==> config.mk <==
export PLATFORM = sky130hd
export DESIGN_NAME = periodic_timer_with_free_counter
export DESIGN_NICKNAME = d
export VERILOG_FILES = /design/src/ptfc_pkg.sv /design/src/ptfc_core.sv /design/src/periodic_timer_with_free_counter.sv
export SDC_FILE = /design/constraint.sdc
export NUM_CORES = 1
export LEC_CHECK = 0
export ABC_AREA = 0
export BUFFER_PORTS_ARGS = -buffer_cell sky130_fd_sc_hd__buf_2
export CORE_MARGIN = 2
export CORE_UTILIZATION = 50
export CTS_BUF_LIST = sky130_fd_sc_hd__clkbuf_4 sky130_fd_sc_hd__clkbuf_8 sky130_fd_sc_hd__clkbuf_16
export DETAILED_ROUTE_END_ITERATION = 12
export PLACE_DENSITY = 0.66
export SETUP_SLACK_MARGIN = 0.5
export SYNTH_ARGS = -nofsm -noshare
export SYNTH_HDL_FRONTEND = slang
export SYNTH_SLANG_ARGS = --single-unit
==> constraint.sdc <==
create_clock -name clk_i -period 6.1 [get_ports clk_i]
set_input_delay 1.22 -clock clk_i [delete_from_list [all_inputs] [get_ports clk_i]]
set_output_delay 1.22 -clock clk_i [all_outputs]
set_load 0.01 [all_outputs]
==> src/ptfc_pkg.sv <==
// Shared types and constants for the periodic timer with free-running counter.
// Used by ptfc_core, the top level and the port checker; no dependencies.
package ptfc_pkg;

  typedef enum logic [1:0] {
    OP_TICK  = 2'd0,
    OP_READ  = 2'd1,
    OP_WRITE = 2'd2
  } op_e;

  typedef struct packed {
    op_e         op;
    logic [5:0]  addr;
    logic [31:0] wdata;
  } cmd_t;

  // Register word indexes
  localparam logic [5:0] REG_LOAD    = 6'd0;
  localparam logic [5:0] REG_VALUE   = 6'd1;
  localparam logic [5:0] REG_CONTROL = 6'd2;
  localparam logic [5:0] REG_INTCLR  = 6'd3;
  localparam logic [5:0] REG_RAWIRQ  = 6'd4;
  localparam logic [5:0] REG_MASKIRQ = 6'd5;
  localparam logic [5:0] REG_RELOAD  = 6'd6;
  localparam logic [5:0] REG_PREDIV  = 6'd7;
  localparam logic [5:0] REG_FREECNT = 6'd8;

  // Control word bit positions
  localparam int unsigned CTRL_FREE32_BIT  = 1;
  localparam int unsigned CTRL_INTEN_BIT   = 5;
  localparam int unsigned CTRL_MAINEN_BIT  = 7;
  localparam int unsigned CTRL_FREEEN_BIT  = 9;

  localparam logic [1:0] PRESC_CODE_16  = 2'd1;
  localparam logic [1:0] PRESC_CODE_256 = 2'd2;

  localparam logic [31:0] ID_WORD      = 32'h544D_5241;
  localparam logic [31:0] CTRL_RESET   = 32'h000E_0020;
  localparam logic [31:0] PREDIV_RESET = 32'd125;
  localparam logic [31:0] FREE_LIM_32  = 32'hFFFF_FFFF;
  localparam logic [31:0] FREE_LIM_16  = 32'h0000_FFFF;

endpackage

==> src/ptfc_core.sv <==
// Register file and counters of the timer: applies one word per accept.
// Depends on ptfc_pkg. Read data reflects state before the word, irq after it.
module ptfc_core #(
  parameter int REGISTER_WORDS = 64
) (
  input  logic               clk_i,
  input  logic               rst_ni,
  input  logic               accept_i,
  input  ptfc_pkg::cmd_t     cmd_i,
  output logic [31:0]        rd_o,
  output logic               irq_o
);

  logic [31:0] load_q, load_d;
  logic [31:0] ctrl_q, ctrl_d;
  logic [31:0] prediv_q, prediv_d;
  logic        raw_q, raw_d;
  logic [31:0] main_q, main_d;
  logic        main_run_q, main_run_d;
  logic [31:0] prediv_cnt_q, prediv_cnt_d;
  logic [7:0]  presc_cnt_q, presc_cnt_d;
  logic [31:0] free_q, free_d;
  logic        free_run_q, free_run_d;
  logic [7:0]  fdiv_cnt_q, fdiv_cnt_d;

  logic [7:0]  presc_last;
  logic [31:0] free_lim_cur;
  logic [31:0] free_lim_new;
  logic        known;

  assign known = ({1'b0, cmd_i.addr} < 7'(REGISTER_WORDS));

  always_comb begin
    case (ctrl_q[3:2])
      ptfc_pkg::PRESC_CODE_16:  presc_last = 8'd15;
      ptfc_pkg::PRESC_CODE_256: presc_last = 8'd255;
      default:                  presc_last = 8'd0;
    endcase
  end

  assign free_lim_cur = ctrl_q[ptfc_pkg::CTRL_FREE32_BIT] ? ptfc_pkg::FREE_LIM_32
                                                           : ptfc_pkg::FREE_LIM_16;
  assign free_lim_new = cmd_i.wdata[ptfc_pkg::CTRL_FREE32_BIT] ? ptfc_pkg::FREE_LIM_32
                                                                : ptfc_pkg::FREE_LIM_16;

  always_comb begin
    load_d       = load_q;
    ctrl_d       = ctrl_q;
    prediv_d     = prediv_q;
    raw_d        = raw_q;
    main_d       = main_q;
    main_run_d   = main_run_q;
    prediv_cnt_d = prediv_cnt_q;
    presc_cnt_d  = presc_cnt_q;
    free_d       = free_q;
    free_run_d   = free_run_q;
    fdiv_cnt_d   = fdiv_cnt_q;
    rd_o         = '0;

    case (cmd_i.op)
      ptfc_pkg::OP_TICK: begin
        // main counter holds while stopped or with a zero load
        if (main_run_q && (load_q != '0)) begin
          if (prediv_cnt_q >= prediv_q) begin
            prediv_cnt_d = '0;
            if (presc_cnt_q >= presc_last) begin
              presc_cnt_d = '0;
              if (main_q <= 32'd1) begin
                raw_d  = 1'b1;
                main_d = load_q;
              end else begin
                main_d = main_q - 32'd1;
              end
            end else begin
              presc_cnt_d = presc_cnt_q + 8'd1;
            end
          end else begin
            prediv_cnt_d = prediv_cnt_q + 32'd1;
          end
        end
        if (free_run_q) begin
          if (fdiv_cnt_q >= ctrl_q[23:16]) begin
            fdiv_cnt_d = '0;
            free_d     = (free_q == '0) ? free_lim_cur : free_q - 32'd1;
          end else begin
            fdiv_cnt_d = fdiv_cnt_q + 8'd1;
          end
        end
      end
      ptfc_pkg::OP_READ: begin
        if (known) begin
          case (cmd_i.addr)
            ptfc_pkg::REG_LOAD,
            ptfc_pkg::REG_RELOAD:  rd_o = load_q;
            ptfc_pkg::REG_VALUE:   rd_o = main_q;
            ptfc_pkg::REG_CONTROL: rd_o = ctrl_q;
            ptfc_pkg::REG_INTCLR:  rd_o = ptfc_pkg::ID_WORD;
            ptfc_pkg::REG_RAWIRQ:  rd_o = {31'd0, raw_q};
            ptfc_pkg::REG_MASKIRQ: rd_o = {31'd0, raw_q & ctrl_q[ptfc_pkg::CTRL_INTEN_BIT]};
            ptfc_pkg::REG_FREECNT: rd_o = free_q;
            default:               rd_o = '0;
          endcase
        end
      end
      ptfc_pkg::OP_WRITE: begin
        if (known) begin
          case (cmd_i.addr)
            ptfc_pkg::REG_LOAD: begin
              load_d = cmd_i.wdata;
              main_d = cmd_i.wdata;
            end
            ptfc_pkg::REG_CONTROL: begin
              ctrl_d       = cmd_i.wdata;
              main_run_d   = cmd_i.wdata[ptfc_pkg::CTRL_MAINEN_BIT];
              free_run_d   = cmd_i.wdata[ptfc_pkg::CTRL_FREEEN_BIT];
              prediv_cnt_d = '0;
              presc_cnt_d  = '0;
              fdiv_cnt_d   = '0;
              // restart an enabled counter, clamp a stopped one
              if (main_run_d || (main_q > load_q)) main_d = load_q;
              if (free_run_d || (free_q > free_lim_new)) free_d = free_lim_new;
            end
            ptfc_pkg::REG_INTCLR: raw_d = 1'b0;
            ptfc_pkg::REG_RELOAD: begin
              load_d = cmd_i.wdata;
              if (main_q > cmd_i.wdata) main_d = cmd_i.wdata;
            end
            ptfc_pkg::REG_PREDIV: prediv_d = cmd_i.wdata;
            default: ;
          endcase
        end
      end
      default: ;
    endcase
  end

  assign irq_o = raw_d & ctrl_d[ptfc_pkg::CTRL_INTEN_BIT];

  always_ff @(posedge clk_i or negedge rst_ni) begin
    if (!rst_ni) begin
      load_q       <= '0;
      ctrl_q       <= ptfc_pkg::CTRL_RESET;
      prediv_q     <= ptfc_pkg::PREDIV_RESET;
      raw_q        <= 1'b0;
      main_q       <= '0;
      main_run_q   <= 1'b0;
      prediv_cnt_q <= '0;
      presc_cnt_q  <= '0;
      free_q       <= '0;
      free_run_q   <= 1'b0;
      fdiv_cnt_q   <= '0;
    end else if (accept_i) begin
      load_q       <= load_d;
      ctrl_q       <= ctrl_d;
      prediv_q     <= prediv_d;
      raw_q        <= raw_d;
      main_q       <= main_d;
      main_run_q   <= main_run_d;
      prediv_cnt_q <= prediv_cnt_d;
      presc_cnt_q  <= presc_cnt_d;
      free_q       <= free_d;
      free_run_q   <= free_run_d;
      fdiv_cnt_q   <= fdiv_cnt_d;
    end
  end

endmodule

==> src/periodic_timer_with_free_counter.sv <==
// Top level of the periodic timer with free-running counter.
// Depends on ptfc_pkg and ptfc_core.
//
// Each input word is a clock tick, a register read or a register write; every
// accepted word yields exactly one result word (read data and interrupt line)
// in the next cycle. One word is taken per cycle unless stalled, since all of
// its work is a single combinational pass through ptfc_core into the output
// register. The input stalls only while that output register holds a result
// that the receiver is stalling. irq_out reflects the state after the word.
module periodic_timer_with_free_counter #(
  parameter int REGISTER_WORDS = 64
) (
  input  logic        clk_i,
  input  logic        rst_ni,
  input  logic        in_valid_i,
  output logic        in_stall_o,
  input  logic [1:0]  operation_i,
  input  logic [5:0]  word_address_i,
  input  logic [31:0] write_data_i,
  output logic        out_valid_o,
  input  logic        out_stall_i,
  output logic [31:0] read_data_o,
  output logic        irq_out_o
);

  logic           accept;
  ptfc_pkg::cmd_t cmd;
  logic [31:0]    rd;
  logic           irq;
  logic           out_valid_q, out_valid_d;
  logic [31:0]    read_data_q;
  logic           irq_q;

  assign in_stall_o = out_valid_q && out_stall_i;
  assign accept     = in_valid_i && !in_stall_o;

  assign cmd.op    = ptfc_pkg::op_e'(operation_i);
  assign cmd.addr  = word_address_i;
  assign cmd.wdata = write_data_i;

  ptfc_core #(
    .REGISTER_WORDS(REGISTER_WORDS)
  ) u_core (
    .clk_i   (clk_i),
    .rst_ni  (rst_ni),
    .accept_i(accept),
    .cmd_i   (cmd),
    .rd_o    (rd),
    .irq_o   (irq)
  );

  always_comb begin
    out_valid_d = out_valid_q;
    if (accept) begin
      out_valid_d = 1'b1;
    end else if (!out_stall_i) begin
      out_valid_d = 1'b0;
    end
  end

  always_ff @(posedge clk_i or negedge rst_ni) begin
    if (!rst_ni) begin
      out_valid_q <= 1'b0;
    end else begin
      out_valid_q <= out_valid_d;
    end
  end

  // hold the result while the receiver stalls
  always_ff @(posedge clk_i) begin
    if (accept) begin
      read_data_q <= rd;
      irq_q       <= irq;
    end
  end

  assign out_valid_o = out_valid_q;
  assign read_data_o = read_data_q;
  assign irq_out_o   = irq_q;

endmodule

==> impl_metrics.py <==
metrics = {
    "status": {
        "status": "finished clean",
    },
    "layout": {
        "final_layout_size_suffix_gt1_share_pct": 10.27,
        "mostFrequentLayoutCells": "nand2_1, dfrtp_1, o21ai_0, a21oi_1, ha_1",
        "area_growth_pct": 11.34,
        "nets": 1950,
        "design_area_sq_um": 16920,
        "final_common_cell": "nand2_1",
        "num-fill-cells": 2703,
        "final_util_pct": 56.78,
        "fin_cells": 2181,
        "diodes": 0,
    },
    "timing": {
        "grt_setup_unrepaired": "no",
        "setup_viol": 0,
        "slew_viol_final": 0,
        "max_slew.worst_pin.slew_ns": 1.151,
        "clock.fmax_mhz": 247.7,
        "period_share_pct": 66.18,
        "setup_ws_ns": 2.063,
        "hold_violations": 0,
        "finalSetupTns_ns": 0,
        "skew_ns": 0.01425,
        "fin_crit_ns": 4.037,
        "relSlewSlack_pct": 22.99,
    },
    "drt": {
        "via_per_inst": 6.320,
        "drt_iter0_markers": 1587,
        "wl_microns": 47750,
        "wire_per_inst_microns": 21.89,
        "firstDrtPassIters": 6,
        "vias": 13790,
        "drc_errors": 0,
        "ant_nets": 0,
    },
    "clock_tree": {
        "cts_tree": "done",
        "clk_pin_slew_ns": 0.06,
        "cts_root_buf": "clkbuf_16",
        "htreeDepth": 1,
        "postCtsSetupRepairBufs": 0,
        "cts_buffers": 29,
        "cts_resized": 0,
        "clk_latency_ns": 0.56,
        "cts.sink_count": 243,
        "clock_path_buffers": 3,
        "hold_buffers": 0,
    },
    "placement": {
        "placed_cell_area_sq_um": 15970,
        "dpl_worst_slack_ns": 1.571,
        "dp.cells": 2128,
        "io_buffers": 78,
        "gp_congestion": 0.9357,
        "hpwl_microns": 34030,
    },
    "die": {
        "start_util_pct": 51.00,
        "pin_count": 79,
        "die_x_microns": 178.3,
        "die_area_sq_um": 31800,
        "die_h_microns": 178.3,
        "coreArea_sq_um": 29800,
        "num_rows": 63,
    },
    "power": {
        "leakage_uw": 0.007466,
        "power_density_nw_per_um2": 278.8,
        "peakVddDrop_mv": 0.2140,
    },
    "setup_path": {
        "cp.required_ns": 6.54,
        "r2r-start": "u_core.prediv_q[0]$_DFFE_PN1P_",
        "crit_start": "word_address_i[3]",
        "critPathLaunchType": "input pin",
        "rrSetupSlack_ns": 2.46,
        "critPathMaxFanout": 33,
        "r2r_cells": 9,
        "r2r-end": "u_core.main_q[11]$_DFFE_PN0P_",
        "cp-endpoint": "u_core.main_q[2]$_DFFE_PN0P_",
        "critical_path_arrival_ns": 4.47,
        "end_kind": "register",
        "critPathKind": "in2reg",
    },
    "grt": {
        "grt_usage_pct": 30.52,
        "grt_max_degree": 118,
        "grt_pass1_wl_microns": 75310,
        "grt_pass1_vias": 13270,
        "grt_overflow": 0,
        "antenna_found_initial": 0,
    },
    "logic_synthesis": {
        "synth_fp_nets": 1901,
        "seq_area_frac_synth_pct": 41.19,
        "synth_flop_cell": "dfrtp_1",
        "synth-edff-count": 33,
        "synth-seq-cells": 243,
        "netlist_area_sq_um": 15200,
        "synthDistinctLibCells": 73,
        "yosysWarningCount": 0,
        "synthArstFlopShare_pct": 86.42,
        "synthCells": 1720,
        "synth_top_cells_by_area": "dfrtp_1, ha_1, edfxtp_1, o21ai_0, nand2_1",
        "synth_top_area_cell": "dfrtp_1",
        "syn_area_per_cell_sq_um": 8.835,
        "synth_top_area_share_pct": 32.94,
    },
    "run": {
        "drv_cap": 0,
    },
    "worst_hold_path": {
        "hold_path_class": "reg2reg",
    },
}
[cell usage after synthesis, drive strengths merged, types with 6 or more instances]
| cell type | n |
|---|---|
| nand2 | 203 |
| clkbuf | 71 |
| mux2 | 8 |
| a22oi | 12 |
| or3 | 7 |
| edfxtp | 33 |
| xor2 | 18 |
| a31oi | 32 |
| inv | 130 |
| o211ai | 11 |
| a41oi | 13 |
| nand2b | 29 |
| o22a | 7 |
| dfrtp | 200 |
| buf | 12 |
| nor2b | 7 |
| nor3 | 31 |
| and4 | 9 |
| xnor2 | 16 |
| nor2 | 105 |
| a221oi | 14 |
| o21ai | 159 |
| nand3 | 58 |
| a222oi | 21 |
| a21o | 15 |
| o221ai | 18 |
| a21oi | 149 |
| nor4 | 28 |
| and3 | 25 |
| o21a | 7 |
| dfstp | 10 |
| ha | 137 |
| a21boi | 6 |
| o31ai | 10 |
| nand4 | 36 |
[flip-flops by register name, summed over array words and instances, names as in the netlist, 8 cells and up]
signal,cells
read_data_o,32
u_core.ctrl_q,32
u_core.main_q,32
u_core.prediv_cnt_q,32
u_core.fdiv_cnt_q,8
u_core.load_q,32
u_core.free_q,32
u_core.presc_cnt_q,8
u_core.prediv_q,32
[power breakdown]
part / total, uW / switching (uW) / internal (uW) / leakage (uW)
logic: 937 / 552 / 385 / 0.00387
registers: 2020 / 252 / 1770 / 0.00312
clock network: 1760 / 707 / 1050 / 0.000477
[logic make-up after synthesis]
group / synth area share (%)
adder cells (fa/ha/maj): 11.28
AO/OA/AOI/OAI: 21.63
buffers and inverters: 5.385
XOR/XNOR: 1.960
multiplexers: 0.6587
AND/OR/NAND/NOR: 17.90
flip-flops: 41.19
[worst max-delay path, cell delays in order]
cell and delay [ns]:
buf_2 0.13, or4b_1 0.66, o21ai_2 0.82, o32ai_1 0.22, a311o_1 0.40, nor4_4 0.24
buf_4 0.39, mux2_2 0.38
[cell type report]
cell class                 instances  area (sq um)  area share [%]
clock buffer                      39         807.0           4.770
timing repair buffer             101         573.1           3.387
clock inverter                    14         145.1          0.8579
multi-input combinational       1264          8159           48.23
tap                              390         488.0           2.884
inverter                         130         488.0           2.884
sequential                       243          6259           36.99
[layer usage]
layer,up-vias,part of all wire [%],track usage [%]
li1,6414,-,-
met1,6616,43,43.43
met2,644,45,47.75
met3,111,8.4,4.497
met4,0,3.6,10.16
met5,-,0,0
[worst min path at each step]
| stage | from | endpoint | slack, ns | cells past startpoint |
|---|---|---|---|---|
| 2_1_floorplan | u_core.ctrl_q[10]$_DFFE_PN0P_ | u_core.ctrl_q[10]$_DFFE_PN0P_ | 0.45 | 2 |
| 3_3_place_gp | u_core.prediv_q[15]$_DFFE_PN0P_ | u_core.prediv_q[15]$_DFFE_PN0P_ | 0.46 | 2 |
| 3_5_place_dp | u_core.prediv_q[17]$_DFFE_PN0P_ | u_core.prediv_q[17]$_DFFE_PN0P_ | 0.47 | 2 |
| 4_1_cts | u_core.prediv_q[17]$_DFFE_PN0P_ | u_core.prediv_q[17]$_DFFE_PN0P_ | 0.48 | 2 |
| 5_1_grt | u_core.prediv_q[29]$_DFFE_PN0P_ | u_core.prediv_q[29]$_DFFE_PN0P_ | 0.51 | 2 |
| 6_report | u_core.prediv_q[23]$_DFFE_PN0P_ | u_core.prediv_q[23]$_DFFE_PN0P_ | 0.48 | 2 |
[stage by stage]
step / power (uW) / hold WS (ns)
6_report: 4716 / 0.4832
2_1_floorplan: 2605 / 0.4488
4_1_cts: 4715 / 0.4835
3_5_place_dp: 2959 / 0.4699
5_1_grt: 4956 / 0.5130
3_3_place_gp: 2920 / 0.4649
Power figures use the tool's default switching activity.
